`config.mk`:
```
export PLATFORM = sky130hd
export DESIGN_NAME = motion_event_qualifier
export DESIGN_NICKNAME = d
export VERILOG_FILES = /design/src/rtl/core/meq_pkg.sv /design/src/rtl/core/meq_cfg_regs.sv /design/src/rtl/core/meq_core.sv /design/src/rtl/core/meq_event_buf.sv /design/src/rtl/core/motion_event_qualifier.sv
export SDC_FILE = /design/constraint.sdc
export NUM_CORES = 1
export LEC_CHECK = 0
export ABC_AREA = 0
export BUFFER_PORTS_ARGS = -buffer_cell sky130_fd_sc_hd__buf_2
export CAP_MARGIN = 20
export CORE_ASPECT_RATIO = 0.6
export CORE_MARGIN = 8
export CORE_UTILIZATION = 38
export DETAILED_ROUTE_END_ITERATION = 16
export SYNTH_ARGS = -nofsm -noshare
export SYNTH_HDL_FRONTEND = slang
export SYNTH_SLANG_ARGS = --single-unit
```
`constraint.sdc`:
```
create_clock -name aclk -period 6.3 [get_ports aclk]
set_input_delay 1.26 -clock aclk [delete_from_list [all_inputs] [get_ports aclk]]
set_output_delay 1.26 -clock aclk [all_outputs]
set_load 0.01 [all_outputs]
```
`src/rtl/core/meq_pkg.sv`:
```
`default_nettype none
package meq_pkg;

    localparam int TIME_W     = 32;
    localparam int GEST_W     = 4;
    localparam int CONF_W     = 8;
    localparam int HOLD_W     = 16;
    localparam int CFG_IDX_W  = 3;
    localparam int IN_DATA_W  = 48;
    localparam int OUT_DATA_W = 80;
    localparam int MAX_EVENTS = 3;
    localparam int EV_CNT_W   = 2;

    localparam logic [CFG_IDX_W-1:0] CFG_MOTION_EN  = 3'd0;
    localparam logic [CFG_IDX_W-1:0] CFG_EVENTS_EN  = 3'd1;
    localparam logic [CFG_IDX_W-1:0] CFG_START_HOLD = 3'd2;
    localparam logic [CFG_IDX_W-1:0] CFG_END_HOLD   = 3'd3;
    localparam logic [CFG_IDX_W-1:0] CFG_EVENT_GAP  = 3'd4;
    localparam logic [CFG_IDX_W-1:0] CFG_GEST_GAP   = 3'd5;

    localparam logic [HOLD_W-1:0] START_HOLD_RST = 16'd120;
    localparam logic [HOLD_W-1:0] END_HOLD_RST   = 16'd180;
    localparam logic [HOLD_W-1:0] EVENT_GAP_RST  = 16'd100;
    localparam logic [HOLD_W-1:0] GEST_GAP_RST   = 16'd120;

    typedef enum logic [1:0] {
        EV_GESTURE = 2'd0,
        EV_START   = 2'd1,
        EV_END     = 2'd2,
        EV_SHAKE   = 2'd3
    } ev_kind_t;

    typedef struct packed {
        logic              motion_enabled;
        logic              events_enabled;
        logic [HOLD_W-1:0] start_hold_ms;
        logic [HOLD_W-1:0] end_hold_ms;
        logic [HOLD_W-1:0] event_gap_ms;
        logic [HOLD_W-1:0] gesture_gap_ms;
    } cfg_t;

    typedef struct packed {
        ev_kind_t          kind;
        logic [TIME_W-1:0] event_time;
        logic [GEST_W-1:0] gesture;
        logic [CONF_W-1:0] confidence;
        logic [TIME_W-1:0] gesture_time;
    } event_t;

endpackage
`default_nettype wire

```
`src/rtl/core/meq_cfg_regs.sv`:
```
`default_nettype none
module meq_cfg_regs (
    input  wire logic                           aclk,
    input  wire logic                           aresetn,
    input  wire logic                           cfg_we,
    input  wire logic [meq_pkg::CFG_IDX_W-1:0]  cfg_index,
    input  wire logic [meq_pkg::HOLD_W-1:0]     cfg_wdata,
    output meq_pkg::cfg_t                       cfg
);
    import meq_pkg::*;

    cfg_t cfg_reg;

    always_ff @(posedge aclk) begin
        if (!aresetn) begin
            cfg_reg.motion_enabled <= 1'b0;
            cfg_reg.events_enabled <= 1'b0;
            cfg_reg.start_hold_ms  <= START_HOLD_RST;
            cfg_reg.end_hold_ms    <= END_HOLD_RST;
            cfg_reg.event_gap_ms   <= EVENT_GAP_RST;
            cfg_reg.gesture_gap_ms <= GEST_GAP_RST;
        end else if (cfg_we) begin
            case (cfg_index)
                CFG_MOTION_EN:  cfg_reg.motion_enabled <= cfg_wdata[0];
                CFG_EVENTS_EN:  cfg_reg.events_enabled <= cfg_wdata[0];
                CFG_START_HOLD: cfg_reg.start_hold_ms  <= cfg_wdata;
                CFG_END_HOLD:   cfg_reg.end_hold_ms    <= cfg_wdata;
                CFG_EVENT_GAP:  cfg_reg.event_gap_ms   <= cfg_wdata;
                CFG_GEST_GAP:   cfg_reg.gesture_gap_ms <= cfg_wdata;
                default: ;
            endcase
        end
    end

    assign cfg = cfg_reg;

endmodule
`default_nettype wire

```
`src/rtl/core/meq_core.sv`:
```
`default_nettype none
module meq_core (
    input  wire logic                           aclk,
    input  wire logic                           aresetn,
    input  wire meq_pkg::cfg_t                  cfg,
    input  wire logic                           s_tvalid,
    output logic                                s_tready,
    input  wire logic [meq_pkg::IN_DATA_W-1:0]  s_tdata,
    input  wire logic                           buf_free,
    output logic                                load,
    output meq_pkg::event_t                     ev [meq_pkg::MAX_EVENTS],
    output logic [meq_pkg::EV_CNT_W-1:0]        ev_cnt
);
    import meq_pkg::*;

    logic                 in_valid_reg;
    logic [IN_DATA_W-1:0] in_data_reg;

    logic              active_reg, active_next;
    logic [TIME_W-1:0] motion_since_reg, motion_since_next;
    logic              msv_reg, msv_next;
    logic [TIME_W-1:0] still_since_reg, still_since_next;
    logic              ssv_reg, ssv_next;
    logic              shake_reg;
    logic [TIME_W-1:0] last_sent_reg, last_sent_next;
    logic [GEST_W-1:0] held_gest_reg, held_gest_next;
    logic [CONF_W-1:0] held_conf_reg, held_conf_next;
    logic [TIME_W-1:0] held_time_reg, held_time_next;

    logic [TIME_W-1:0] now;
    logic              moving, shaking, present;
    logic [GEST_W-1:0] kind;
    logic [CONF_W-1:0] strength;

    logic [TIME_W-1:0] d_last, ms_eff, ss_eff, d_ms, d_ss;
    logic              gap0, gap1, gap2, gap_zero, g_valid, try_g, try_m, try_s;
    logic              sent_g, sent_m, sent_s;
    ev_kind_t          m_kind;
    event_t            ev_g, ev_m, ev_s;

    assign load     = in_valid_reg && buf_free;
    assign s_tready = !in_valid_reg || buf_free;

    always_ff @(posedge aclk) begin
        if (!aresetn) begin
            in_valid_reg <= 1'b0;
        end else if (s_tready) begin
            in_valid_reg <= s_tvalid;
        end
    end

    always_ff @(posedge aclk) begin
        if (s_tready && s_tvalid) begin
            in_data_reg <= s_tdata;
        end
    end

    assign now      = in_data_reg[31:0];
    assign moving   = in_data_reg[32];
    assign shaking  = in_data_reg[33];
    assign present  = in_data_reg[34];
    assign kind     = in_data_reg[38:35];
    assign strength = in_data_reg[46:39];

    always_comb begin
        d_last   = now - last_sent_reg;
        gap_zero = (cfg.event_gap_ms == '0);
        gap0     = d_last >= {{(TIME_W-HOLD_W){1'b0}}, cfg.event_gap_ms};
        g_valid  = present && (kind != '0) && (strength != '0);
        try_g    = g_valid && (kind != held_gest_reg) &&
                   (d_last >= {{(TIME_W-HOLD_W){1'b0}}, cfg.gesture_gap_ms});
        sent_g   = try_g && cfg.events_enabled && gap0;
        gap1     = sent_g ? gap_zero : gap0;

        ms_eff = msv_reg ? motion_since_reg : now;
        ss_eff = ssv_reg ? still_since_reg : now;
        d_ms   = now - ms_eff;
        d_ss   = now - ss_eff;

        active_next       = active_reg;
        motion_since_next = motion_since_reg;
        msv_next          = 1'b0;
        still_since_next  = still_since_reg;
        ssv_next          = 1'b0;
        try_m             = 1'b0;
        m_kind            = EV_START;
        if (moving) begin
            if (!active_reg) begin
                if (d_ms >= {{(TIME_W-HOLD_W){1'b0}}, cfg.start_hold_ms}) begin
                    try_m       = 1'b1;
                    active_next = 1'b1;
                end else begin
                    motion_since_next = ms_eff;
                    msv_next          = 1'b1;
                end
            end
        end else begin
            if (active_reg) begin
                m_kind = EV_END;
                if (d_ss >= {{(TIME_W-HOLD_W){1'b0}}, cfg.end_hold_ms}) begin
                    try_m       = 1'b1;
                    active_next = 1'b0;
                end else begin
                    still_since_next = ss_eff;
                    ssv_next         = 1'b1;
                end
            end
        end
        sent_m = try_m && cfg.events_enabled && gap1;
        gap2   = sent_m ? gap_zero : gap1;

        try_s  = shaking && !shake_reg;
        sent_s = try_s && cfg.events_enabled && gap2;

        last_sent_next = (sent_g || sent_m || sent_s) ? now : last_sent_reg;
        held_gest_next = g_valid ? kind : held_gest_reg;
        held_conf_next = g_valid ? strength : held_conf_reg;
        held_time_next = g_valid ? now : held_time_reg;
    end

    always_comb begin
        ev_g = '{kind: EV_GESTURE, event_time: now, gesture: kind,
                 confidence: strength, gesture_time: now};
        ev_m = '{kind: m_kind, event_time: now, gesture: '0,
                 confidence: '0, gesture_time: '0};
        ev_s = '{kind: EV_SHAKE, event_time: now, gesture: '0,
                 confidence: '0, gesture_time: '0};
        ev[0] = sent_g ? ev_g : (sent_m ? ev_m : ev_s);
        ev[1] = (sent_g && sent_m) ? ev_m : ev_s;
        ev[2] = ev_s;
        if (cfg.motion_enabled) begin
            ev_cnt = EV_CNT_W'({1'b0, sent_g} + {1'b0, sent_m} + {1'b0, sent_s});
        end else begin
            ev_cnt = '0;
        end
    end

    always_ff @(posedge aclk) begin
        if (!aresetn) begin
            active_reg       <= 1'b0;
            motion_since_reg <= '0;
            msv_reg          <= 1'b0;
            still_since_reg  <= '0;
            ssv_reg          <= 1'b0;
            shake_reg        <= 1'b0;
            last_sent_reg    <= '0;
            held_gest_reg    <= '0;
            held_conf_reg    <= '0;
            held_time_reg    <= '0;
        end else if (load && cfg.motion_enabled) begin
            active_reg       <= active_next;
            motion_since_reg <= motion_since_next;
            msv_reg          <= msv_next;
            still_since_reg  <= still_since_next;
            ssv_reg          <= ssv_next;
            shake_reg        <= shaking;
            last_sent_reg    <= last_sent_next;
            held_gest_reg    <= held_gest_next;
            held_conf_reg    <= held_conf_next;
            held_time_reg    <= held_time_next;
        end
    end

endmodule
`default_nettype wire

```
`src/rtl/core/meq_event_buf.sv`:
```
`default_nettype none
module meq_event_buf (
    input  wire logic                            aclk,
    input  wire logic                            aresetn,
    input  wire logic                            load,
    input  wire meq_pkg::event_t                 ev [meq_pkg::MAX_EVENTS],
    input  wire logic [meq_pkg::EV_CNT_W-1:0]    ev_cnt,
    output logic                                 buf_free,
    output logic                                 m_tvalid,
    input  wire logic                            m_tready,
    output logic [meq_pkg::OUT_DATA_W-1:0]       m_tdata,
    output logic [1:0]                           m_tuser,
    output logic                                 m_tlast
);
    import meq_pkg::*;

    event_t              slot_reg [MAX_EVENTS];
    logic [EV_CNT_W-1:0] cnt_reg;
    logic                pop;

    assign m_tvalid = (cnt_reg != '0);
    assign m_tlast  = (cnt_reg == EV_CNT_W'(1));
    assign pop      = m_tvalid && m_tready;
    assign buf_free = (cnt_reg == '0) || (m_tlast && m_tready);

    always_ff @(posedge aclk) begin
        if (!aresetn) begin
            cnt_reg <= '0;
        end else if (load) begin
            cnt_reg <= ev_cnt;
        end else if (pop) begin
            cnt_reg <= cnt_reg - EV_CNT_W'(1);
        end
    end

    always_ff @(posedge aclk) begin
        if (load) begin
            slot_reg <= ev;
        end else if (pop) begin
            slot_reg[0] <= slot_reg[1];
            slot_reg[1] <= slot_reg[2];
        end
    end

    assign m_tuser = slot_reg[0].kind;
    assign m_tdata = {4'b0, slot_reg[0].gesture_time, slot_reg[0].confidence,
                      slot_reg[0].gesture, slot_reg[0].event_time};

endmodule
`default_nettype wire

```
`src/rtl/core/motion_event_qualifier.sv`:
```
`default_nettype none
// Channel   Dir  Ports                      Contents
// s_ (in)   in   tvalid tready tdata[47:0]  one detector frame per word
// m_ (out)  out  tvalid tready tdata[79:0]  one event per word, kind in tuser,
//                tuser[1:0] tlast           tlast on the final event of a frame
// cfg       in   cfg_we cfg_index cfg_wdata register writes, no read-back
//
// A frame is registered and qualified from that register; its 0 to 3 events are
// loaded into a three-slot output buffer that drains one word per cycle while
// m_tready is high. Throughput: one frame per cycle while m_tready is high and
// frames cause at most one event, else the input waits on the single output port.
// Reset (aresetn low, synchronous) clears tracking state and buffer; presets cfg.
// Backpressure on m_ stalls the input register once the buffer is still busy.
module motion_event_qualifier (
    input  wire logic                           aclk,
    input  wire logic                           aresetn,
    input  wire logic                           cfg_we,
    input  wire logic [meq_pkg::CFG_IDX_W-1:0]  cfg_index,
    input  wire logic [meq_pkg::HOLD_W-1:0]     cfg_wdata,
    input  wire logic                           s_tvalid,
    output logic                                s_tready,
    // now_ms[31:0], motion_seen[32], shake_seen[33], gesture_present[34],
    // gesture_kind[38:35], gesture_strength[46:39], zero[47]
    input  wire logic [meq_pkg::IN_DATA_W-1:0]  s_tdata,
    output logic                                m_tvalid,
    input  wire logic                           m_tready,
    // event_time[31:0], event_gesture[35:32], event_confidence[43:36],
    // event_gesture_time[75:44], zero[79:76]
    output logic [meq_pkg::OUT_DATA_W-1:0]      m_tdata,
    // event_kind[1:0]
    output logic [1:0]                          m_tuser,
    // last_of_run
    output logic                                m_tlast
);
    import meq_pkg::*;

    cfg_t                cfg;
    logic                buf_free;
    logic                load;
    event_t              ev [MAX_EVENTS];
    logic [EV_CNT_W-1:0] ev_cnt;

    meq_cfg_regs u_cfg (
        .aclk      (aclk),
        .aresetn   (aresetn),
        .cfg_we    (cfg_we),
        .cfg_index (cfg_index),
        .cfg_wdata (cfg_wdata),
        .cfg       (cfg)
    );

    meq_core u_core (
        .aclk     (aclk),
        .aresetn  (aresetn),
        .cfg      (cfg),
        .s_tvalid (s_tvalid),
        .s_tready (s_tready),
        .s_tdata  (s_tdata),
        .buf_free (buf_free),
        .load     (load),
        .ev       (ev),
        .ev_cnt   (ev_cnt)
    );

    meq_event_buf u_buf (
        .aclk     (aclk),
        .aresetn  (aresetn),
        .load     (load),
        .ev       (ev),
        .ev_cnt   (ev_cnt),
        .buf_free (buf_free),
        .m_tvalid (m_tvalid),
        .m_tready (m_tready),
        .m_tdata  (m_tdata),
        .m_tuser  (m_tuser),
        .m_tlast  (m_tlast)
    );

endmodule
`default_nettype wire
```
==> impl_results.md <==
- Total GRT Usage: 18.77%
- IO buf count: 151
- Max reg flops: 76
- Drt pass-1 iters: 5
- Post-synthesis cell type count: 85
- CTS buffer count: 38
- Nets: 2805
- Top-count cell post-synth: nand2_1
- Outcome: complete, no violations
- Final Non-Filler Cells: 3367
- Synth Register Bits: 364
- Max Cap Viol: 0
- Fmax: 0.1618 GHz
- Clock transition at the registers of the reported paths: 0.07 ns
- Hold Vio Cnt, Final: 0
- Seq pwr share: 40.6%
- Leakage: 10.37 nW
- Worst rel slew slack: 40.89%
- WL final: 65.59 mm
- Placed cell areas: 0.02402 mm^2
- Clk sink count: 364
- Worst EP arrival: 6.61 ns
- Largest net degree at the start of global routing: 94
- P_int: 4.854 mW
- Worst-Margin Slew: 0.8867 ns
- Routed Antenna Nets: 0
- Yosys top cell area share: 25.77%
- Skew final: 0.02382 ns
- Vias per inst: 5.385
- Top FF cell, synth: edfxtp_1
- Top fanout value on the critical path: 8
- Die Wd: 328.4 um
- Total chip power: 7.071 mW
- # H-tree levels: 2
- Power Density: 276.0 mW/mm^2
- Area Growth Syn to Fin: 15.13%
- Delay-heaviest family, CP: compound AO/OA/AOI/OAI gates
- Leading area contributor after synthesis: edfxtp_1
- Psw: 2.217 mW
- WP data required: 6.73 ns
- Seq/Total Area, Yosys: 41.33%
- Routed vias: 18130
- Root Buffer: clkbuf_16
- Fin. max-slew vios: 0
- Slowest CP cell: dfxtp_4
- Vias in the first global route: 17460
- Initial antenna violation count: 0
- Row count: 68
- Crit path largest cell delay: 0.44 ns
- Async set-reset flop share out of synthesis: 0%
- Placed cells: 3287
- Post-DP HPWL: 49.53 mm
- Initial drt markers: 1560
- Die height: 203.5 um
- CTS Buffer Depth: 3
- IR drop worst, VDD: 0.1401 mV
- Worst setup margin: 0.1180 ns
- WL per Instance: 19.48 um
- Cell area after layout: 0.02562 mm^2
- WP buf/inv: 1
- Die area: 0.06682 mm^2
- Mapped Cells: 2420
- Clock period minus worst slack: 6.182 ns
- Setup violators final: 0
- Synthesized area: 0.02226 mm^2
- YS warnings: 0
- Io pins: 157
- Layout cells sized above 1: 17.10%
- Post-synth EDFFs: 191
- CP startpoint kind: flop
- Leading post-synthesis cells by cell area: edfxtp_1 (26%), dfxtp_1 (16%), ha_1 (9.2%), nand2_1 (8.2%), mux2i_1 (4.9%)
- GP Congestion: 0.8720
- Critical Path Sink Type: flop
- Post-Syn Area per Cell: 9.196 um^2
- Hold crit path type: reg -> reg
- Post-route DRC: 0
- Clk pwr share: 33.3%
- Top cells by count, synth: nand2_1 (487), edfxtp_1 (191), dfxtp_1 (173)
- Worst skew pair latency: 0.55 ns
- First-pass GRT wire length: 101.0 mm
- WS Path Type: reg -> reg
- CTS tree: yes
- Core ar.: 0.05769 mm^2
- Worst path most repeated cell: a21o_1
- Pre-CTS setup slack: -0.5627 ns
- Starting Density: 38.58%
- WHS: 0.4597 ns
- Combinational power share: 26.1%
- RSZ-0062 raised after global routing: true
- Fraction of power spent switching nets: 31.35%
- Total grt overflow: 0
- Final Cycle Share: 98.13%
-- placed cells by master (no fill, tap or decap), drive strengths merged, types with 61 or more instances in the layout --
cell	Yosys	layout
inv	116	118
a21oi	112	112
dfxtp	173	173
nor2	96	96
and3	61	61
buf	104	301
nand2	487	487
a21boi	86	86
mux2i	109	109
edfxtp	191	191
o21ai	72	72
ha	163	163
-- area by class of cell --
cell class | count | area [um^2]
clock buffer | 49 | 1022
clock inverter | 21 | 260.3
timing repair buffer | 304 | 2046
fill | 5460 | 32060
multi-input combinational | 1741 | 11680
tap | 770 | 963.4
inverter | 117 | 442.9
antenna | 1 | 2.502
sequential | 364 | 9204
-- worst register-to-register path: cells and delay by family (launching register included) --
kind | cells | cell delay [ns]
buffers and inverters | 1 | 0.16
multiplexers | 1 | 0.24
AO/OA/AOI/OAI | 16 | 2.74
XOR/XNOR | 1 | 0.16
AND/OR/NAND/NOR | 7 | 1.33
adder cells (fa/ha/maj) | 3 | 1.02
flip-flops | 1 | 0.44
-- cell families after synthesis --
group | share of synthesized area (%)
AO/OA/AOI/OAI | 16.66
XOR/XNOR | 2.755
adder cells (fa/ha/maj) | 9.524
buffers and inverters | 7.118
flip-flops | 41.33
multiplexers | 4.953
other | 0.01685
AND/OR/NAND/NOR | 17.64
-- path summary, 6_finish.rpt --
| path | startpoint | endpoint | slack [ns] | depth (start not counted) |
|---|---|---|---|---|
| worst min-delay path | u_core.last_sent_reg[2]$_SDFFE_PN0P_ | u_core.last_sent_reg[2]$_SDFFE_PN0P_ | 0.46 | 2 |
| worst max-delay path | u_core.ssv_reg$_SDFFE_PN0P_ | u_buf.cnt_reg[0]$_SDFFE_PN0P_ | 0.12 | 29 |
| worst min register to register | u_core.last_sent_reg[2]$_SDFFE_PN0P_ | u_core.last_sent_reg[2]$_SDFFE_PN0P_ | 0.46 | 2 |
| worst max register to register | u_core.ssv_reg$_SDFFE_PN0P_ | u_buf.cnt_reg[0]$_SDFFE_PN0P_ | 0.12 | 29 |
-- metrics by stage --
step	TNS (ns)	utilization (%)
4_1_cts	0	44.04
2_1_floorplan	0	-
3_5_place_dp	-11.37	41.64
6_report	0	44.42
5_1_grt	-5.022	44.41
3_3_place_gp	-8.157	41.64
-- per-layer routing --
layer | vias up | routed length, um | track usage (%)
met1 | 8719 | 34070 | 29.49
met4 | 0 | 981 | 3.225
met3 | 60 | 4006 | 2.844
met5 | - | 0 | 0
li1 | 8835 | - | -
met2 | 518 | 26530 | 27.04
-- power by group through the flow --
stage	Clock (mW)	Combinational [mW]	Sequential [mW]
floorplan	0	1.26	2.90
global placement	0	1.76	2.92
detailed placement	0	1.79	2.92
CTS	2.41	1.82	2.87
global route	2.50	2.04	2.89
finish	2.35	1.85	2.87
-- repair_timing --
item | in CTS | in global routing
hold buffers | 0 | 0
gates resized for setup | 27 | 21
pin swaps | 25 | 12
endpoints found under the setup margin | 67 | 74
setup buffers | 1 | 5
gates cloned | 0 | 3
Note: power is estimated with default switching activity, not from simulation.
